## src/design/ssfs_pkg.sv

```systemverilog
// Shared types, constants and the glyph table for the frame sequencer.
`default_nettype none

package ssfs_pkg;

    localparam int DIGIT_SLOTS = 6;
    localparam int GLYPH_COUNT = 47;
    localparam int QUEUE_DEPTH = 4;
    localparam int QPTR_W      = $clog2(QUEUE_DEPTH);
    localparam int QCNT_W      = $clog2(QUEUE_DEPTH + 1);

    localparam int OP_W    = 4;
    localparam int DIGIT_W = 3;
    localparam int VALUE_W = 16;
    localparam int COUNT_W = 3;
    localparam int MAP_W   = 18;
    localparam int SEG_W   = 8;
    localparam int POS_W   = 3;
    localparam int STEP_W  = 5;
    localparam int LEVEL_W = 3;

    // operation codes
    localparam logic [OP_W-1:0] OP_CHAR     = 4'd0;
    localparam logic [OP_W-1:0] OP_RAW      = 4'd1;
    localparam logic [OP_W-1:0] OP_DP       = 4'd2;
    localparam logic [OP_W-1:0] OP_INT8     = 4'd3;
    localparam logic [OP_W-1:0] OP_INT12    = 4'd4;
    localparam logic [OP_W-1:0] OP_INT16    = 4'd5;
    localparam logic [OP_W-1:0] OP_BRIGHT   = 4'd6;
    localparam logic [OP_W-1:0] OP_OFF      = 4'd7;
    localparam logic [OP_W-1:0] OP_TEST_ON  = 4'd8;
    localparam logic [OP_W-1:0] OP_TEST_OFF = 4'd9;
    localparam logic [OP_W-1:0] OP_CLEAR    = 4'd10;

    // configuration register indexes
    localparam logic REG_DIGIT_COUNT = 1'b0;
    localparam logic REG_DIGIT_MAP   = 1'b1;

    localparam logic [COUNT_W-1:0] COUNT_RESET = 3'd1;
    localparam logic [MAP_W-1:0]   MAP_RESET   = 18'd181896;

    // link bytes
    localparam logic [SEG_W-1:0] CMD_FIXED = 8'h44;
    localparam logic [SEG_W-1:0] CMD_AUTO  = 8'h40;
    localparam logic [SEG_W-1:0] ADDR_BASE = 8'hC0;
    localparam logic [SEG_W-1:0] CMD_ON    = 8'h88;
    localparam logic [SEG_W-1:0] CMD_OFF   = 8'h80;
    localparam logic [SEG_W-1:0] DP_BIT    = 8'h80;
    localparam logic [SEG_W-1:0] SEG_MASK  = 8'h7F;
    localparam logic [SEG_W-1:0] TEST_BYTE = 8'hFF;
    localparam logic [5:0]       BLANK_INDEX = 6'd32;

    // number clipping limits
    localparam logic [VALUE_W-1:0] DEC_MAX2 = 16'd99;
    localparam logic [VALUE_W-1:0] DEC_MAX3 = 16'd999;
    localparam logic [VALUE_W-1:0] DEC_MAX4 = 16'd9999;
    localparam logic [VALUE_W-1:0] HEX_MAX2 = 16'h00FF;
    localparam logic [VALUE_W-1:0] HEX_MAX3 = 16'h0FFF;
    localparam logic [VALUE_W-1:0] HEX_MAX4 = 16'hFFFF;

    // floor(x/10) = (x * 6554) >> 16 for x below 16384
    localparam logic [12:0] DEC_RECIP = 13'd6554;

    typedef enum logic [1:0] {
        K_CMD   = 2'd0,   // one-byte command frame
        K_DATA  = 2'd1,   // address byte then segment byte
        K_TADDR = 2'd2,   // test frame address byte
        K_TBYTE = 2'd3    // test frame data byte
    } kind_t;

    typedef struct packed {
        kind_t            kind;
        logic [SEG_W-1:0] data;
        logic [POS_W-1:0] pos;
        logic             tlast;
        logic             run_last;
    } job_t;

    function automatic logic [SEG_W-1:0] glyph_rom(input logic [5:0] idx);
        logic [SEG_W-1:0] g;
        case (idx)
            6'd0:  g = 8'h3f;
            6'd1:  g = 8'h06;
            6'd2:  g = 8'h5b;
            6'd3:  g = 8'h4f;
            6'd4:  g = 8'h66;
            6'd5:  g = 8'h6d;
            6'd6:  g = 8'h7d;
            6'd7:  g = 8'h07;
            6'd8:  g = 8'h7f;
            6'd9:  g = 8'h67;
            6'd10: g = 8'h77;
            6'd11: g = 8'h7c;
            6'd12: g = 8'h39;
            6'd13: g = 8'h5e;
            6'd14: g = 8'h79;
            6'd15: g = 8'h71;
            6'd16: g = 8'h58;
            6'd17: g = 8'h6f;
            6'd18: g = 8'h74;
            6'd19: g = 8'h76;
            6'd20: g = 8'h10;
            6'd21: g = 8'h30;
            6'd22: g = 8'h1e;
            6'd23: g = 8'h38;
            6'd24: g = 8'h54;
            6'd25: g = 8'h37;
            6'd26: g = 8'h73;
            6'd27: g = 8'h50;
            6'd28: g = 8'h78;
            6'd29: g = 8'h1c;
            6'd30: g = 8'h3e;
            6'd31: g = 8'h6e;
            6'd32: g = 8'h00;
            6'd33: g = 8'h01;
            6'd34: g = 8'h40;
            6'd35: g = 8'h08;
            6'd36: g = 8'h63;
            6'd37: g = 8'h5c;
            6'd38: g = 8'h46;
            6'd39: g = 8'h70;
            6'd40: g = 8'h01;
            6'd41: g = 8'h02;
            6'd42: g = 8'h04;
            6'd43: g = 8'h08;
            6'd44: g = 8'h10;
            6'd45: g = 8'h20;
            6'd46: g = 8'h40;
            default: g = 8'h00;
        endcase
        return g;
    endfunction

    function automatic logic [POS_W-1:0] map_pos(input logic [MAP_W-1:0] map,
                                                 input logic [DIGIT_W-1:0] idx);
        logic [POS_W-1:0] p;
        case (idx)
            3'd0:    p = map[2:0];
            3'd1:    p = map[5:3];
            3'd2:    p = map[8:6];
            3'd3:    p = map[11:9];
            3'd4:    p = map[14:12];
            3'd5:    p = map[17:15];
            default: p = '0;
        endcase
        return p;
    endfunction

endpackage

`default_nettype wire

```

## src/design/ssfs_op_if.sv

```systemverilog
// Handshake channel carrying one display operation.
`default_nettype none

interface ssfs_op_if import ssfs_pkg::*; ();
    logic               valid;
    logic               ready;
    logic [OP_W-1:0]    operation;
    logic [DIGIT_W-1:0] digit;
    logic [VALUE_W-1:0] value;
    logic               use_decimal;
    logic               dp_on;

    modport source (output valid, operation, digit, value, use_decimal, dp_on,
                    input ready);
    modport sink   (input valid, operation, digit, value, use_decimal, dp_on,
                    output ready);
endinterface

`default_nettype wire

```

## src/design/ssfs_byte_if.sv

```systemverilog
// Handshake channel carrying one link byte with its frame marks.
`default_nettype none

interface ssfs_byte_if import ssfs_pkg::*; ();
    logic             valid;
    logic             ready;
    logic [SEG_W-1:0] wire_byte;
    logic             frame_first;
    logic             frame_last;
    logic             run_last;

    modport source (output valid, wire_byte, frame_first, frame_last, run_last,
                    input ready);
    modport sink   (input valid, wire_byte, frame_first, frame_last, run_last,
                    output ready);
endinterface

`default_nettype wire

```

## src/design/ssfs_front.sv

```systemverilog
// Front end: takes operations, updates the shadow segments, queues frame jobs.
`default_nettype none

module ssfs_front import ssfs_pkg::*;
(
    input  logic               clk,
    input  logic               rst_n,
    input  logic [COUNT_W-1:0] digit_count,
    input  logic [MAP_W-1:0]   digit_map,
    ssfs_op_if.sink            op_chan,
    output logic               push,
    output job_t               push_job,
    input  logic               full
);

    typedef enum logic [3:0] {
        ST_IDLE   = 4'b0001,
        ST_DECODE = 4'b0010,
        ST_CONV   = 4'b0100,
        ST_EMIT   = 4'b1000
    } state_t;

    state_t              state_reg, state_next;
    logic [OP_W-1:0]     op_reg;
    logic [DIGIT_W-1:0]  digit_reg;
    logic [VALUE_W-1:0]  value_reg;
    logic                dec_reg;
    logic                dp_reg;
    logic [VALUE_W-1:0]  num_reg, num_next;
    logic [1:0]          conv_reg, conv_next;
    logic [STEP_W-1:0]   step_reg, step_next;
    logic [STEP_W-1:0]   last_step_reg, last_step_next;
    logic [LEVEL_W-1:0]  bright_reg, bright_next;
    logic [SEG_W-1:0]    seg_reg [DIGIT_SLOTS];

    logic                accept;
    logic [DIGIT_W-1:0]  ndig;
    logic [DIGIT_W-1:0]  slot;
    logic [DIGIT_W-1:0]  emit_idx;
    logic [DIGIT_W-1:0]  rd_idx;
    logic [SEG_W-1:0]    rd_seg;
    logic                wr_en;
    logic [DIGIT_W-1:0]  wr_idx;
    logic [SEG_W-1:0]    wr_data;
    logic [VALUE_W-1:0]  clip;
    logic [26:0]         prod;
    logic [VALUE_W-1:0]  quot;
    logic [3:0]          rem;
    logic [13:0]         q_times10;
    logic [5:0]          gidx;
    logic                is_last;
    logic                num_ok;

    assign op_chan.ready = (state_reg == ST_IDLE);
    assign accept        = op_chan.valid && op_chan.ready;

    assign ndig   = 3'(op_reg - 4'd1);
    assign slot   = 3'(digit_reg + ndig - 3'd1 - {1'b0, conv_reg});
    assign num_ok = ({1'b0, digit_reg} + {1'b0, ndig}) <= {1'b0, digit_count};
    assign is_last = (step_reg == last_step_reg);

    // one shared read port on the shadow segments
    always_comb
    begin
        case (state_reg)
            ST_CONV:  rd_idx = slot;
            ST_EMIT:  rd_idx = emit_idx;
            default:  rd_idx = digit_reg;
        endcase
    end

    assign rd_seg = (rd_idx < DIGIT_W'(DIGIT_SLOTS)) ? seg_reg[rd_idx] : '0;

    // clip limit for number operations
    always_comb
    begin
        case (ndig)
            3'd2:    clip = dec_reg ? DEC_MAX2 : HEX_MAX2;
            3'd3:    clip = dec_reg ? DEC_MAX3 : HEX_MAX3;
            default: clip = dec_reg ? DEC_MAX4 : HEX_MAX4;
        endcase
    end

    // one digit per cycle: reciprocal multiply for decimal, nibble for hex
    assign prod      = num_reg[13:0] * DEC_RECIP;
    assign q_times10 = {prod[26:16], 3'b000} + {2'b00, prod[26:16], 1'b0};
    always_comb
    begin
        if (dec_reg)
        begin
            quot = {5'b0, prod[26:16]};
            rem  = 4'(num_reg[13:0] - q_times10);
        end
        else
        begin
            quot = {4'b0, num_reg[VALUE_W-1:4]};
            rem  = num_reg[3:0];
        end
    end

    assign gidx = (value_reg < VALUE_W'(GLYPH_COUNT)) ? value_reg[5:0] : BLANK_INDEX;

    // job for the current emit step
    always_comb
    begin
        push_job          = '0;
        push_job.kind     = K_CMD;
        push_job.data     = CMD_FIXED;
        push_job.run_last = is_last;
        emit_idx          = digit_reg;
        case (op_reg)
            OP_CHAR, OP_RAW, OP_DP:
            begin
                if (step_reg != '0)
                begin
                    push_job.kind = K_DATA;
                    push_job.data = rd_seg;
                end
            end
            OP_INT8, OP_INT12, OP_INT16:
            begin
                emit_idx = 3'(digit_reg + step_reg[2:0] - 3'd1);
                if (step_reg != '0)
                begin
                    push_job.kind = K_DATA;
                    push_job.data = rd_seg;
                end
            end
            OP_BRIGHT:
                push_job.data = CMD_ON + {5'b0, bright_reg};
            OP_OFF:
                push_job.data = CMD_OFF;
            OP_TEST_ON, OP_TEST_OFF:
            begin
                emit_idx = 3'(step_reg[2:0] - 3'd2);
                if (step_reg == 5'd0)
                    push_job.data = CMD_AUTO;
                else if (step_reg == 5'd1)
                    push_job.kind = K_TADDR;
                else
                begin
                    push_job.kind  = K_TBYTE;
                    push_job.data  = (op_reg == OP_TEST_ON) ? TEST_BYTE : rd_seg;
                    push_job.tlast = is_last;
                end
            end
            OP_CLEAR:
            begin
                emit_idx = step_reg[4:2];
                if (step_reg[0])
                begin
                    push_job.kind = K_DATA;
                    // first pass keeps the point, second pass blanks everything
                    push_job.data = step_reg[1] ? '0 : (rd_seg & DP_BIT);
                end
            end
            default:
                push_job.data = CMD_FIXED;
        endcase
        push_job.pos = map_pos(digit_map, emit_idx);
    end

    assign push = (state_reg == ST_EMIT) && !full;

    // sequencer
    always_comb
    begin
        state_next     = state_reg;
        num_next       = num_reg;
        conv_next      = conv_reg;
        step_next      = step_reg;
        last_step_next = last_step_reg;
        bright_next    = bright_reg;
        wr_en          = 1'b0;
        wr_idx         = digit_reg;
        wr_data        = rd_seg;
        case (state_reg)
            ST_IDLE:
            begin
                if (accept)
                    state_next = ST_DECODE;
            end
            ST_DECODE:
            begin
                step_next  = '0;
                state_next = ST_EMIT;
                case (op_reg)
                    OP_CHAR, OP_RAW, OP_DP:
                    begin
                        last_step_next = 5'd1;
                        if (digit_reg < digit_count)
                        begin
                            wr_en = 1'b1;
                            if (op_reg == OP_CHAR)
                                wr_data = glyph_rom(gidx) | (rd_seg & DP_BIT);
                            else if (op_reg == OP_RAW)
                                wr_data = (value_reg[SEG_W-1:0] & SEG_MASK)
                                          | (rd_seg & DP_BIT);
                            else
                                wr_data = (rd_seg & SEG_MASK) | (dp_reg ? DP_BIT : '0);
                        end
                        else
                            state_next = ST_IDLE;
                    end
                    OP_INT8, OP_INT12, OP_INT16:
                    begin
                        last_step_next = {2'b00, ndig};
                        num_next       = (value_reg > clip) ? clip : value_reg;
                        conv_next      = '0;
                        state_next     = num_ok ? ST_CONV : ST_IDLE;
                    end
                    OP_BRIGHT:
                    begin
                        last_step_next = '0;
                        bright_next    = value_reg[LEVEL_W-1:0];
                    end
                    OP_OFF:
                        last_step_next = '0;
                    OP_TEST_ON, OP_TEST_OFF:
                        last_step_next = 5'({2'b00, digit_count} + 5'd1);
                    OP_CLEAR:
                        last_step_next = 5'({digit_count, 2'b00} - 5'd1);
                    default:
                        state_next = ST_IDLE;
                endcase
            end
            ST_CONV:
            begin
                // least significant digit lands in the rightmost slot first
                wr_en     = 1'b1;
                wr_idx    = slot;
                wr_data   = (rd_seg & DP_BIT) | (glyph_rom({2'b00, rem}) & SEG_MASK);
                num_next  = quot;
                conv_next = 2'(conv_reg + 2'd1);
                if ({1'b0, conv_reg} == 3'(ndig - 3'd1))
                    state_next = ST_EMIT;
            end
            ST_EMIT:
            begin
                if (push)
                begin
                    if (op_reg == OP_CLEAR && step_reg[1:0] == 2'b11)
                    begin
                        wr_en   = 1'b1;
                        wr_idx  = emit_idx;
                        wr_data = '0;
                    end
                    if (is_last)
                        state_next = ST_IDLE;
                    else
                        step_next = 5'(step_reg + 5'd1);
                end
            end
            default:
                state_next = ST_IDLE;
        endcase
    end

    always_ff @(posedge clk or negedge rst_n)
    begin
        if (!rst_n)
        begin
            state_reg  <= ST_IDLE;
            bright_reg <= '0;
            for (int i = 0; i < DIGIT_SLOTS; i++)
                seg_reg[i] <= '0;
        end
        else
        begin
            state_reg  <= state_next;
            bright_reg <= bright_next;
            if (wr_en && (wr_idx < DIGIT_W'(DIGIT_SLOTS)))
                seg_reg[wr_idx] <= wr_data;
        end
    end

    always_ff @(posedge clk)
    begin
        if (accept)
        begin
            op_reg    <= op_chan.operation;
            digit_reg <= op_chan.digit;
            value_reg <= op_chan.value;
            dec_reg   <= op_chan.use_decimal;
            dp_reg    <= op_chan.dp_on;
        end
        num_reg       <= num_next;
        conv_reg      <= conv_next;
        step_reg      <= step_next;
        last_step_reg <= last_step_next;
    end

endmodule

`default_nettype wire

```

## src/design/ssfs_queue.sv

```systemverilog
// Short job queue between the front end and the byte sequencer.
`default_nettype none

module ssfs_queue import ssfs_pkg::*;
(
    input  logic clk,
    input  logic rst_n,
    input  logic push,
    input  job_t push_job,
    output logic full,
    input  logic pop,
    output job_t pop_job,
    output logic empty
);

    job_t              mem_reg [QUEUE_DEPTH];
    logic [QPTR_W-1:0] wr_ptr_reg;
    logic [QPTR_W-1:0] rd_ptr_reg;
    logic [QCNT_W-1:0] count_reg;
    logic              do_push;
    logic              do_pop;

    assign full    = (count_reg == QCNT_W'(QUEUE_DEPTH));
    assign empty   = (count_reg == '0);
    assign do_push = push && !full;
    assign do_pop  = pop && !empty;
    assign pop_job = mem_reg[rd_ptr_reg];

    always_ff @(posedge clk or negedge rst_n)
    begin
        if (!rst_n)
        begin
            wr_ptr_reg <= '0;
            rd_ptr_reg <= '0;
            count_reg  <= '0;
        end
        else
        begin
            if (do_push)
                wr_ptr_reg <= QPTR_W'(wr_ptr_reg + 1'b1);
            if (do_pop)
                rd_ptr_reg <= QPTR_W'(rd_ptr_reg + 1'b1);
            if (do_push && !do_pop)
                count_reg <= QCNT_W'(count_reg + 1'b1);
            else if (do_pop && !do_push)
                count_reg <= QCNT_W'(count_reg - 1'b1);
        end
    end

    always_ff @(posedge clk)
    begin
        if (do_push)
            mem_reg[wr_ptr_reg] <= push_job;
    end

endmodule

`default_nettype wire

```

## src/design/ssfs_back.sv

```systemverilog
// Back end: expands queued jobs into link bytes with frame marks.
`default_nettype none

module ssfs_back import ssfs_pkg::*;
(
    input  logic         clk,
    input  logic         rst_n,
    output logic         pop,
    input  job_t         pop_job,
    input  logic         empty,
    ssfs_byte_if.source  byte_chan
);

    job_t cur_reg;
    logic cur_valid_reg;
    logic beat_reg;
    logic fire;
    logic final_beat;

    assign final_beat = (cur_reg.kind != K_DATA) || beat_reg;
    assign fire       = byte_chan.valid && byte_chan.ready;
    assign pop        = !empty && (!cur_valid_reg || (fire && final_beat));

    assign byte_chan.valid    = cur_valid_reg;
    assign byte_chan.run_last = cur_reg.run_last && final_beat;

    always_comb
    begin
        case (cur_reg.kind)
            K_CMD:
            begin
                byte_chan.wire_byte   = cur_reg.data;
                byte_chan.frame_first = 1'b1;
                byte_chan.frame_last  = 1'b1;
            end
            K_DATA:
            begin
                byte_chan.wire_byte   = beat_reg ? cur_reg.data
                                                 : (ADDR_BASE | {5'b0, cur_reg.pos});
                byte_chan.frame_first = !beat_reg;
                byte_chan.frame_last  = beat_reg;
            end
            K_TADDR:
            begin
                byte_chan.wire_byte   = ADDR_BASE;
                byte_chan.frame_first = 1'b1;
                byte_chan.frame_last  = 1'b0;
            end
            K_TBYTE:
            begin
                byte_chan.wire_byte   = cur_reg.data;
                byte_chan.frame_first = 1'b0;
                byte_chan.frame_last  = cur_reg.tlast;
            end
            default:
            begin
                byte_chan.wire_byte   = cur_reg.data;
                byte_chan.frame_first = 1'b0;
                byte_chan.frame_last  = 1'b0;
            end
        endcase
    end

    always_ff @(posedge clk or negedge rst_n)
    begin
        if (!rst_n)
        begin
            cur_valid_reg <= 1'b0;
            beat_reg      <= 1'b0;
        end
        else if (pop)
        begin
            cur_valid_reg <= 1'b1;
            beat_reg      <= 1'b0;
        end
        else if (fire)
        begin
            if (final_beat)
                cur_valid_reg <= 1'b0;
            else
                beat_reg <= 1'b1;
        end
    end

    always_ff @(posedge clk)
    begin
        if (pop)
            cur_reg <= pop_job;
    end

endmodule

`default_nettype wire

```

## src/design/seven_segment_frame_sequencer.sv

```systemverilog
// Top level: configuration registers, front end, job queue and byte sequencer.
//
//  channel     dir  handshake            payload
//  op_chan     in   valid/ready          operation, digit, value, use_decimal, dp_on
//  byte_chan   out  valid/ready          wire_byte, frame_first, frame_last, run_last
//  cfg         in   cfg_wr_en            cfg_index, cfg_data
//
// An operation holds the front end through accept, decode, one conversion step per
// number digit (up to 4) and one emit step per queued frame job (up to 24 for
// clear), while the 4-entry job queue has room. Bytes leave at one beat per cycle
// while jobs wait and byte_chan is ready; a data frame job yields two beats.
// A full queue stalls the front end; the byte sequencer stalls only on byte_chan.
// Reset: all digits blank, brightness 0, one digit in use, identity digit map.
`default_nettype none

module seven_segment_frame_sequencer import ssfs_pkg::*;
(
    input  logic             clk,
    input  logic             rst_n,
    input  logic             cfg_wr_en,
    input  logic             cfg_index,
    input  logic [MAP_W-1:0] cfg_data,
    ssfs_op_if.sink          op_chan,
    ssfs_byte_if.source      byte_chan
);

    logic [COUNT_W-1:0] digit_count_reg;
    logic [MAP_W-1:0]   digit_map_reg;
    logic [COUNT_W-1:0] count_wr;

    logic push;
    job_t push_job;
    logic full;
    logic pop;
    job_t pop_job;
    logic empty;

    assign count_wr = ((cfg_data[COUNT_W-1:0] != '0) &&
                       (cfg_data[COUNT_W-1:0] <= COUNT_W'(DIGIT_SLOTS)))
                      ? cfg_data[COUNT_W-1:0] : COUNT_RESET;

    always_ff @(posedge clk or negedge rst_n)
    begin
        if (!rst_n)
        begin
            digit_count_reg <= COUNT_RESET;
            digit_map_reg   <= MAP_RESET;
        end
        else if (cfg_wr_en)
        begin
            case (cfg_index)
                REG_DIGIT_COUNT: digit_count_reg <= count_wr;
                REG_DIGIT_MAP:   digit_map_reg   <= cfg_data;
                default:         digit_map_reg   <= digit_map_reg;
            endcase
        end
    end

    ssfs_front u_front
    (
        .clk         (clk),
        .rst_n       (rst_n),
        .digit_count (digit_count_reg),
        .digit_map   (digit_map_reg),
        .op_chan     (op_chan),
        .push        (push),
        .push_job    (push_job),
        .full        (full)
    );

    ssfs_queue u_queue
    (
        .clk      (clk),
        .rst_n    (rst_n),
        .push     (push),
        .push_job (push_job),
        .full     (full),
        .pop      (pop),
        .pop_job  (pop_job),
        .empty    (empty)
    );

    ssfs_back u_back
    (
        .clk       (clk),
        .rst_n     (rst_n),
        .pop       (pop),
        .pop_job   (pop_job),
        .empty     (empty),
        .byte_chan (byte_chan)
    );

`ifndef SYNTH
    a_no_overflow: assert property (@(posedge clk) disable iff (!rst_n)
        push |-> !full)
        else $error("job pushed into full queue");

    a_count_range: assert property (@(posedge clk) disable iff (!rst_n)
        (digit_count_reg != '0) && (digit_count_reg <= COUNT_W'(DIGIT_SLOTS)))
        else $error("digit count out of range");

    a_run_ends_frame: assert property (@(posedge clk) disable iff (!rst_n)
        (byte_chan.valid && byte_chan.run_last) |-> byte_chan.frame_last)
        else $error("operation ended inside a frame");

    a_pop_nonempty: assert property (@(posedge clk) disable iff (!rst_n)
        pop |-> !empty)
        else $error("pop from empty queue");
`endif

endmodule

`default_nettype wire
```

## src/flat_wrapper.sv

```systemverilog
// flat-port wrapper written by rule: the top's interface ports become plain ports
module seven_segment_frame_sequencer_flat import ssfs_pkg::*;
  (clk, rst_n, cfg_wr_en, cfg_index, cfg_data, op_chan_valid, op_chan_operation, op_chan_digit, op_chan_value, op_chan_use_decimal, op_chan_dp_on, op_chan_ready, byte_chan_valid, byte_chan_wire_byte, byte_chan_frame_first, byte_chan_frame_last, byte_chan_run_last, byte_chan_ready);
  ssfs_op_if op_chan_i ();
  ssfs_byte_if byte_chan_i ();
  input  logic clk;
  input  logic rst_n;
  input  logic cfg_wr_en;
  input  logic cfg_index;
  input  logic [MAP_W-1:0] cfg_data;
  input wire logic [$bits(op_chan_i.valid)-1:0] op_chan_valid;
  input wire logic [$bits(op_chan_i.operation)-1:0] op_chan_operation;
  input wire logic [$bits(op_chan_i.digit)-1:0] op_chan_digit;
  input wire logic [$bits(op_chan_i.value)-1:0] op_chan_value;
  input wire logic [$bits(op_chan_i.use_decimal)-1:0] op_chan_use_decimal;
  input wire logic [$bits(op_chan_i.dp_on)-1:0] op_chan_dp_on;
  output wire logic [$bits(op_chan_i.ready)-1:0] op_chan_ready;
  output wire logic [$bits(byte_chan_i.valid)-1:0] byte_chan_valid;
  output wire logic [$bits(byte_chan_i.wire_byte)-1:0] byte_chan_wire_byte;
  output wire logic [$bits(byte_chan_i.frame_first)-1:0] byte_chan_frame_first;
  output wire logic [$bits(byte_chan_i.frame_last)-1:0] byte_chan_frame_last;
  output wire logic [$bits(byte_chan_i.run_last)-1:0] byte_chan_run_last;
  input wire logic [$bits(byte_chan_i.ready)-1:0] byte_chan_ready;
  assign op_chan_i.valid = op_chan_valid;
  assign op_chan_i.operation = op_chan_operation;
  assign op_chan_i.digit = op_chan_digit;
  assign op_chan_i.value = op_chan_value;
  assign op_chan_i.use_decimal = op_chan_use_decimal;
  assign op_chan_i.dp_on = op_chan_dp_on;
  assign op_chan_ready = op_chan_i.ready;
  assign byte_chan_valid = byte_chan_i.valid;
  assign byte_chan_wire_byte = byte_chan_i.wire_byte;
  assign byte_chan_frame_first = byte_chan_i.frame_first;
  assign byte_chan_frame_last = byte_chan_i.frame_last;
  assign byte_chan_run_last = byte_chan_i.run_last;
  assign byte_chan_i.ready = byte_chan_ready;
  seven_segment_frame_sequencer u_core (.clk(clk), .rst_n(rst_n), .cfg_wr_en(cfg_wr_en), .cfg_index(cfg_index), .cfg_data(cfg_data), .op_chan(op_chan_i), .byte_chan(byte_chan_i));
endmodule
```

## config.mk

```make
export PLATFORM = sky130hd
export DESIGN_NAME = seven_segment_frame_sequencer_flat
export DESIGN_NICKNAME = d
export VERILOG_FILES = /design/src/design/ssfs_pkg.sv /design/src/design/ssfs_op_if.sv /design/src/design/ssfs_byte_if.sv /design/src/design/ssfs_front.sv /design/src/design/ssfs_queue.sv /design/src/design/ssfs_back.sv /design/src/design/seven_segment_frame_sequencer.sv /design/src/flat_wrapper.sv
export SDC_FILE = /design/constraint.sdc
export NUM_CORES = 1
export LEC_CHECK = 0
export BUFFER_PORTS_ARGS = -buffer_cell sky130_fd_sc_hd__buf_2
export CAP_MARGIN = 20
export CORE_ASPECT_RATIO = 1.25
export CORE_MARGIN = 1
export CORE_UTILIZATION = 55
export CTS_CLUSTER_SIZE = 40
export DETAILED_ROUTE_END_ITERATION = 10
export HOLD_SLACK_MARGIN = 0.03
export PLACE_DENSITY = 0.81
export SYNTH_ARGS = -nofsm -noshare
export SYNTH_HDL_FRONTEND = slang
export SYNTH_SLANG_ARGS = --single-unit
export TNS_END_PERCENT = 10
```

## constraint.sdc

```tcl
create_clock -name clk -period 7.3 [get_ports clk]
set_input_delay 0.365 -clock clk [delete_from_list [all_inputs] [get_ports clk]]
set_output_delay 0.365 -clock clk [all_outputs]
set_load 0.03 [all_outputs]
```

==> run metrics, run 1 <==
# Max-Cap Violations=0; ANT cells=0; fin crit share=93.9%; Tot Pwr=6.21 mW; Post-Route WL=35.3 mm; Seq/Total Area, Yosys=39.2%; TritonCTS clock tree=yes; die area=28,400 um2; Synth Net Count=1,655; detailed placement HPWL=26.7 mm; CP Data Required Time=7740 ps; Multi-input gate area=8540 um2; skew final=11.4 ps; worst-case reg-to-reg path depth=25; initial antenna violation count=0; fraction of layout cells with a size suffix above 1=16.9%; Max Buffers Root-to-Sink=3; EDFF count, synth=128; endpoint type of the worst setup path=flip-flop; post-route cell area=16,800 um2; Post-Syn Instances=1,395; post-synthesis mux area share=10.9%; CTS clock-pin slew for the worst setup and hold paths=60 ps; asr flop ratio synth=39.9%; DRC=0; complex-gate fraction of the synthesized area=11.9%; Ports=62; wire per inst=19.4 um; vias in the first global route=11,372; Synthesis Warnings=0; CTS root buf=clkbuf_16; Hold Path Class=in2reg; Cell Pwr Density=370 nW/um2; Max VDD drop=0.000290 V; worst-path maximum fanout=7; via count=10,904; worst hold stages=1; crit path launch type=flip-flop; cell taking the most area after synthesis=edfxtp_1; gpl congestion=0.949; via/cell ratio=6.00; fin crit period=6860 ps; First DRT Iteration DRCs=652; Synth Flop Type=edfxtp_1; Reg area=5980 um2; distinct cell type count after synthesis=84; Setup violations, final=0; clk_lat worst skew=500 ps; PortBufs=61; main combinational cell family by area after synthesis=adder cells; area growth from synthesis to layout=9.83%; final net count=1,717; pin count of the biggest net entering global routing=86; Sink Count=213; relative max-transition margin=35.7%; DIE HEIGHT=188 um; Fillers=2,111; crit path DAT=7290 ps; Area contributors post-synth=edfxtp_1 (25%), ha_1 (13%), dfrtp_1 (12%), fa_1 (6.7%), mux2_2 (5.4%); Final ANT Viol Nets=0; first-pass GRT wire length=57.7 mm; DR pass1 iterations=5; Avg Synthesized Cell Area=11.0 um2; Achievable Freq=0.146 GHz; simple-gate share of the synthesized area=10.2%; Leak=7.45 nW; critical path type=reg2reg; Synth Area in Adders=19.8%; Post-Synthesis Cell Area=15,300 um2; max reg flops=60; # Post-CTS Setup Buffers=0; Total Routing Usage GR=25.9%; core area=27,100 um2; Num CTS Buffers=21; status=completed; Fin. Hold Viols=0; H-Tree Depth=1; FP Rows=67; initial core utilization=56.4%; Yosys top cell area share=25.2%; worst slew pin tran=964 ps; gr ovfl total=0; final-report max-slew violation count=0; Yosys reg bits=213; xor and xnor area share after synthesis=2.84%; Die W=151 um; Post-DP Area=16,000 um2
Yosys cell counts, drive strengths merged, types with 18 or more instances:
library cell,n
a21oi,76
and2,23
clkbuf,37
dfrtp,76
edfxtp,128
fa,51
ha,160
inv,152
mux2,81
mux2i,26
mux4,21
nand2,92
nand3,30
nor2,85
nor3,19
o21ai,60
xnor2,29
xor2,18
timing repair:
item	4_1_cts	5_1_grt
setup endpoints to repair	0	36
hold endpoints to repair	5	23
hold buffers	5	3
resized for setup	0	6
metal layers:
| metal | vias to the layer above | global-route usage [%] | wire, um |
|---|---|---|---|
| li1 | 5161 | - | - |
| met1 | 5353 | 32.5 | 14500 |
| met2 | 299 | 44.9 | 17800 |
| met3 | 91 | 3.08 | 1580 |
| met4 | 0 | 10.6 | 1370 |
| met5 | - | 0 | 0 |
stage by stage:
stage               cells  setup slack, ps  hold slack (ps)  utilization (%)  setup TNS [ps]
floorplan            1395             1020             69.4                -               0
global placement     1769              387              471             58.9               0
detailed placement   1769              185              480             58.9               0
CTS                  1812              166             30.0             61.6               0
global route         1817            -19.3             34.1             62.0           -23.9
finish               1817              444             41.7             62.0               0
placed cells by master, fill, tap and decap left out, drive strengths merged, types with 5 or more instances in the layout:
| cell | synthesis | layout |
|---|---|---|
| nand3 | 30 | 30 |
| o211ai | 10 | 10 |
| ha | 160 | 160 |
| o31ai | 7 | 7 |
| nor3 | 19 | 19 |
| o21a | 8 | 8 |
| inv | 152 | 156 |
| xnor2 | 29 | 29 |
| a21oi | 76 | 76 |
| xor2 | 18 | 18 |
| o32ai | 6 | 6 |
| nand2 | 92 | 92 |
| dlygate4sd3 | 0 | 8 |
| edfxtp | 128 | 128 |
| dfrtp | 76 | 76 |
| o22ai | 7 | 7 |
| nor4 | 8 | 8 |
| fa | 51 | 51 |
| nor2 | 85 | 85 |
| buf | 14 | 82 |
| a211oi | 14 | 14 |
| and3 | 11 | 11 |
| a22o | 6 | 6 |
| mux2i | 26 | 26 |
| or2 | 5 | 5 |
| nand2b | 9 | 9 |
| mux2 | 81 | 81 |
| nor2b | 12 | 12 |
| a21o | 10 | 10 |
| and2 | 23 | 23 |
| dfstp | 9 | 9 |
| a221o | 6 | 6 |
| a31oi | 10 | 10 |
| o21ai | 60 | 60 |
| nand4 | 12 | 12 |
| clkbuf | 37 | 27 |
| clkinv | 1 | 5 |
| mux4 | 21 | 21 |
| o221ai | 10 | 10 |
power by group:
group          internal, mW  switching, mW  total [mW]
Combinational          1.37           2.00        3.37
Sequential             1.56          0.212        1.77
Clock                 0.601          0.460        1.06
final cells by class:
type / instances / area share [%]
Sequential cell: 213 / 35.7
Clock buffer: 27 / 3.45
Clock inverter: 11 / 0.567
Tap cell: 345 / 2.57
Inverter: 153 / 3.42
Timing Repair Buffer: 90 / 3.42
Multi-Input combinational cell: 978 / 50.9
worst max-delay path: stages (launching register included):
cell and delay, ps:
edfxtp_1 500, ha_1 360, inv_1 60, fa_1 530
inv_1 60, fa_1 510, fa_1 550, inv_1 60
fa_1 520, inv_1 40, ha_1 300, nand2_1 60
o21ai_0 410, a21oi_2 140, nor2b_1 130, nor2_1 60
xnor2_1 150, ha_1 310, and2_1 140, nor2b_1 50
mux2i_1 300, xor2_1 170, or3_1 450, a311o_1 410
a41oi_2 300, mux2_2 220
cell families (layout without fill, tap and decap cells):
family,Yosys count,after routing
xor+xnor,48,48
buf+inv,204,281
mux,128,128
compound gates,272,272
flops,213,213
simple gates,319,319
fa+ha+maj,211,211
final timing paths:
path / from / to / slack [ps]
max in group asynchronous: rst_n / u_core.digit_map_reg[7] / 6330
worst max-delay path: u_core.u_front.num_reg[2] / u_core.u_front.seg_reg[27] / 440
worst max register to register: u_core.u_front.num_reg[2] / u_core.u_front.seg_reg[27] / 440
min in group asynchronous: rst_n / u_core.digit_map_reg[4] / 340
worst min-delay path: op_chan_value[5] / u_core.u_front.value_reg[5] / 40
worst min register to register: u_core.u_front.seg_reg[37] / u_core.u_front.seg_reg[37] / 490
Note: power is estimated with default switching activity, not from simulation.
==> inputs of run 2 (changes only) <==
- PLACE_DENSITY: 0.81 -> 0.84
- clock period: 7.3 -> 6.1 ns (I/O delays scaled with it)
==> run 2 against run 1 <==
The flow now finishes with violations (setup timing); clock-buffer cell count unchanged; via count is 6.3% higher; utilization grew 3.8 points; first-iteration DRC count increased by 41%; sequential share of layout area fell by 2.1 points; maximum frequency is 7.8% higher; hold slack gained 3.3 ps; combinational power rose by 51%; sequential cell count unchanged; critical endpoint is now u_core.u_front.seg_reg[19]; largest power group unchanged; highest routed layer unchanged.
==> run metrics, run 2 (synthesized netlist as in run 1, its figures left out) <==
flop2flop setup slack=-260 ps (-700 ps); skew final=28.6 ps (+17.2 ps); worst hold stages=2 (+1); final-report max-slew violation count=0 (unchanged); PortBufs=61 (unchanged); H-Tree Depth=1 (unchanged); Max VDD drop=0.000414 V (+43%); clk_lat worst skew=520 ps (+20 ps); final core occ=65.8% (+3.8 points); worst slew pin tran=995 ps (+30.5 ps); CP Data Required Time=6530 ps (-1210 ps); vias in the first global route=11,946 (+5.0%); Num CTS Buffers=20 (-4.8%); fin crit share=104% (+10 points); FF-to-FF Start=u_core.u_front.num_reg[1]; FP Rows=67 (unchanged); Post-Route WL=37.7 mm (+6.8%); Fin. Hold Viols=0 (unchanged); Leak=7.87 nW (+5.6%); Hold Path Class=in2reg; status=finished, violations left; via count=11,589 (+6.3%); RSZ-0062 raised after global routing=yes; most frequent CP cell=fa_1; Crit Reg-Reg Endpoint=u_core.u_front.seg_reg[19]; Setup violations, final=42 (+42); Worst Slack Setup Final=-259 ps (-703 ps); ANT cells=0 (unchanged); worst-case reg-to-reg path depth=25 (unchanged); First DRT Iteration DRCs=919 (+41%); Post-Route M1 WL=14.9 mm (+2.9%); Final ANT Viol Nets=0 (unchanged); pin count of the biggest net entering global routing=86 (unchanged); worst-path maximum fanout=6 (-1); Sink Count=213 (unchanged); # Max-Cap Violations=0 (unchanged); Post-Layout Cell Count=1,901 (+4.6%); endpoint type of the worst setup path=flip-flop; # placed instances=1,812 (+2.4%); Hold EP=u_core.digit_map_reg[10]; Die W=151 um (unchanged); initial antenna violation count=0 (unchanged); crit-path max cell delay=520 ps (-30 ps); via/cell ratio=6.10 (+1.6%); Fillers=1,891 (-10%); max reg flops=60 (unchanged); commonest non-fill, non-tap cell in the layout=ha_1; DRC=0 (unchanged); first-pass GRT wire length=60.8 mm (+5.4%); fin crit period=6360 ps (-497 ps); Setup TNS=-7420 ps (-7420 ps); die area=28,400 um2 (unchanged); min-delay src=cfg_data[10]; failing checks=setup timing; TritonCTS clock tree=yes; Ports=62 (unchanged); area growth from synthesis to layout=16.5%; crit path launch type=flip-flop; WL met2=19.2 mm (+7.6%); fraction of layout cells with a size suffix above 1=21.7% (+4.7 points); Achievable Freq=0.157 GHz (+7.8%); Top Metal Used=met4; detailed placement HPWL=26.6 mm (-0.30%); final net count=1,802 (+5.0%); CTS root buf=clkbuf_16; post-route cell area=17,800 um2 (+6.1%); CTS clock-pin slew for the worst setup and hold paths=60 ps (about the same); Cell Pwr Density=472 nW/um2 (+28%); DIE HEIGHT=188 um (unchanged); crit path DAT=6790 ps (-500 ps); Max Buffers Root-to-Sink=3 (unchanged); Total Routing Usage GR=27.2% (+1.3 points); DR pass1 iterations=6 (+1); commonest non-fill, non-tap cells in the layout=ha_1 (150), inv_1 (146), edfxtp_1 (128); initial core utilization=56.4% (unchanged); core area=27,100 um2 (unchanged); gr ovfl total=0 (unchanged); Tot Pwr=8.41 mW (+35%); routed wl met3=1.77 mm (+12%); wire per inst=19.8 um (+2.1%); CP max stage cell=fa_1; critical path type=reg2reg; gpl congestion=0.962 (+1.4%); Post-DP Area=16,300 um2 (+2.1%); relative max-transition margin=33.7% (-2.0 points)
run 2: cell count changes in the layout (fill, tap and decap cells not counted), sizes merged:
cell and delta:
bufinv -1, buf +56, clkinvlp -1, clkinv +3, inv -3, dlygate4sd3 +30
run 2: layer usage:
metal	GRT usage [%]	up-vias
met4	12.8	0
met2	47.0	425
met3	2.93	123
li1	-	5332
met1	33.8	5709
met5	0	-
run 2: how the worst max path moves through the flow:
stage	startpoint	depth (start not counted)	to
floorplan	u_core.u_front.num_reg[2]	25	u_core.u_front.seg_reg[38]
global placement	u_core.u_front.num_reg[3]	26	u_core.u_front.seg_reg[38]
detailed placement	u_core.u_front.num_reg[3]	24	u_core.u_front.seg_reg[45]
CTS	u_core.u_front.num_reg[7]	26	u_core.u_front.seg_reg[13]
global route	u_core.u_front.num_reg[1]	25	u_core.u_front.seg_reg[19]
finish	u_core.u_front.num_reg[1]	25	u_core.u_front.seg_reg[19]
run 2: worst max-delay path: cells and delay by family (launching register included):
family | cells | cell delay, ps
adder cells (fa/ha/maj) | 7 | 2710
multiplexers | 2 | 320
XOR/XNOR | 3 | 700
flip-flops | 1 | 470
AO/OA/AOI/OAI | 5 | 970
AND/OR/NAND/NOR | 5 | 870
buffers and inverters | 3 | 260
run 2: cell type report:
| type | count | area [um2] | share of cell area [%] |
|---|---|---|---|
| Clock buffer | 27 | 558 | 3.13 |
| Inverter | 153 | 574 | 3.23 |
| Sequential cell | 213 | 5980 | 33.6 |
| Timing Repair Buffer | 176 | 1310 | 7.35 |
| Clock inverter | 9 | 55.1 | 0.309 |
| Tap cell | 345 | 432 | 2.42 |
| Multi-Input combinational cell | 978 | 8890 | 50.0 |
run 2: repair_timing:
item	4_1_cts	5_1_grt
hold buffers	37	1
setup buffers	9	4
endpoints found under the setup margin	42	42
hold endpoints to repair	37	22
gates resized for setup	43	25
pin swaps	36	28
run 2: per-stage QoR:
stage | setup slack [ps] | hold WS, ps
final | -259 | 45.1
after global routing | -465 | 40.0
after CTS | -15.0 | 34.2
after detailed placement | -449 | 484
after global placement | -271 | 470
after floorplan | -1.62 | 9.41
run 2: where the power goes:
group | switching (mW) | internal, mW
Sequential | 0.266 | 1.87
Clock | 0.538 | 0.647
Combinational | 2.79 | 2.29
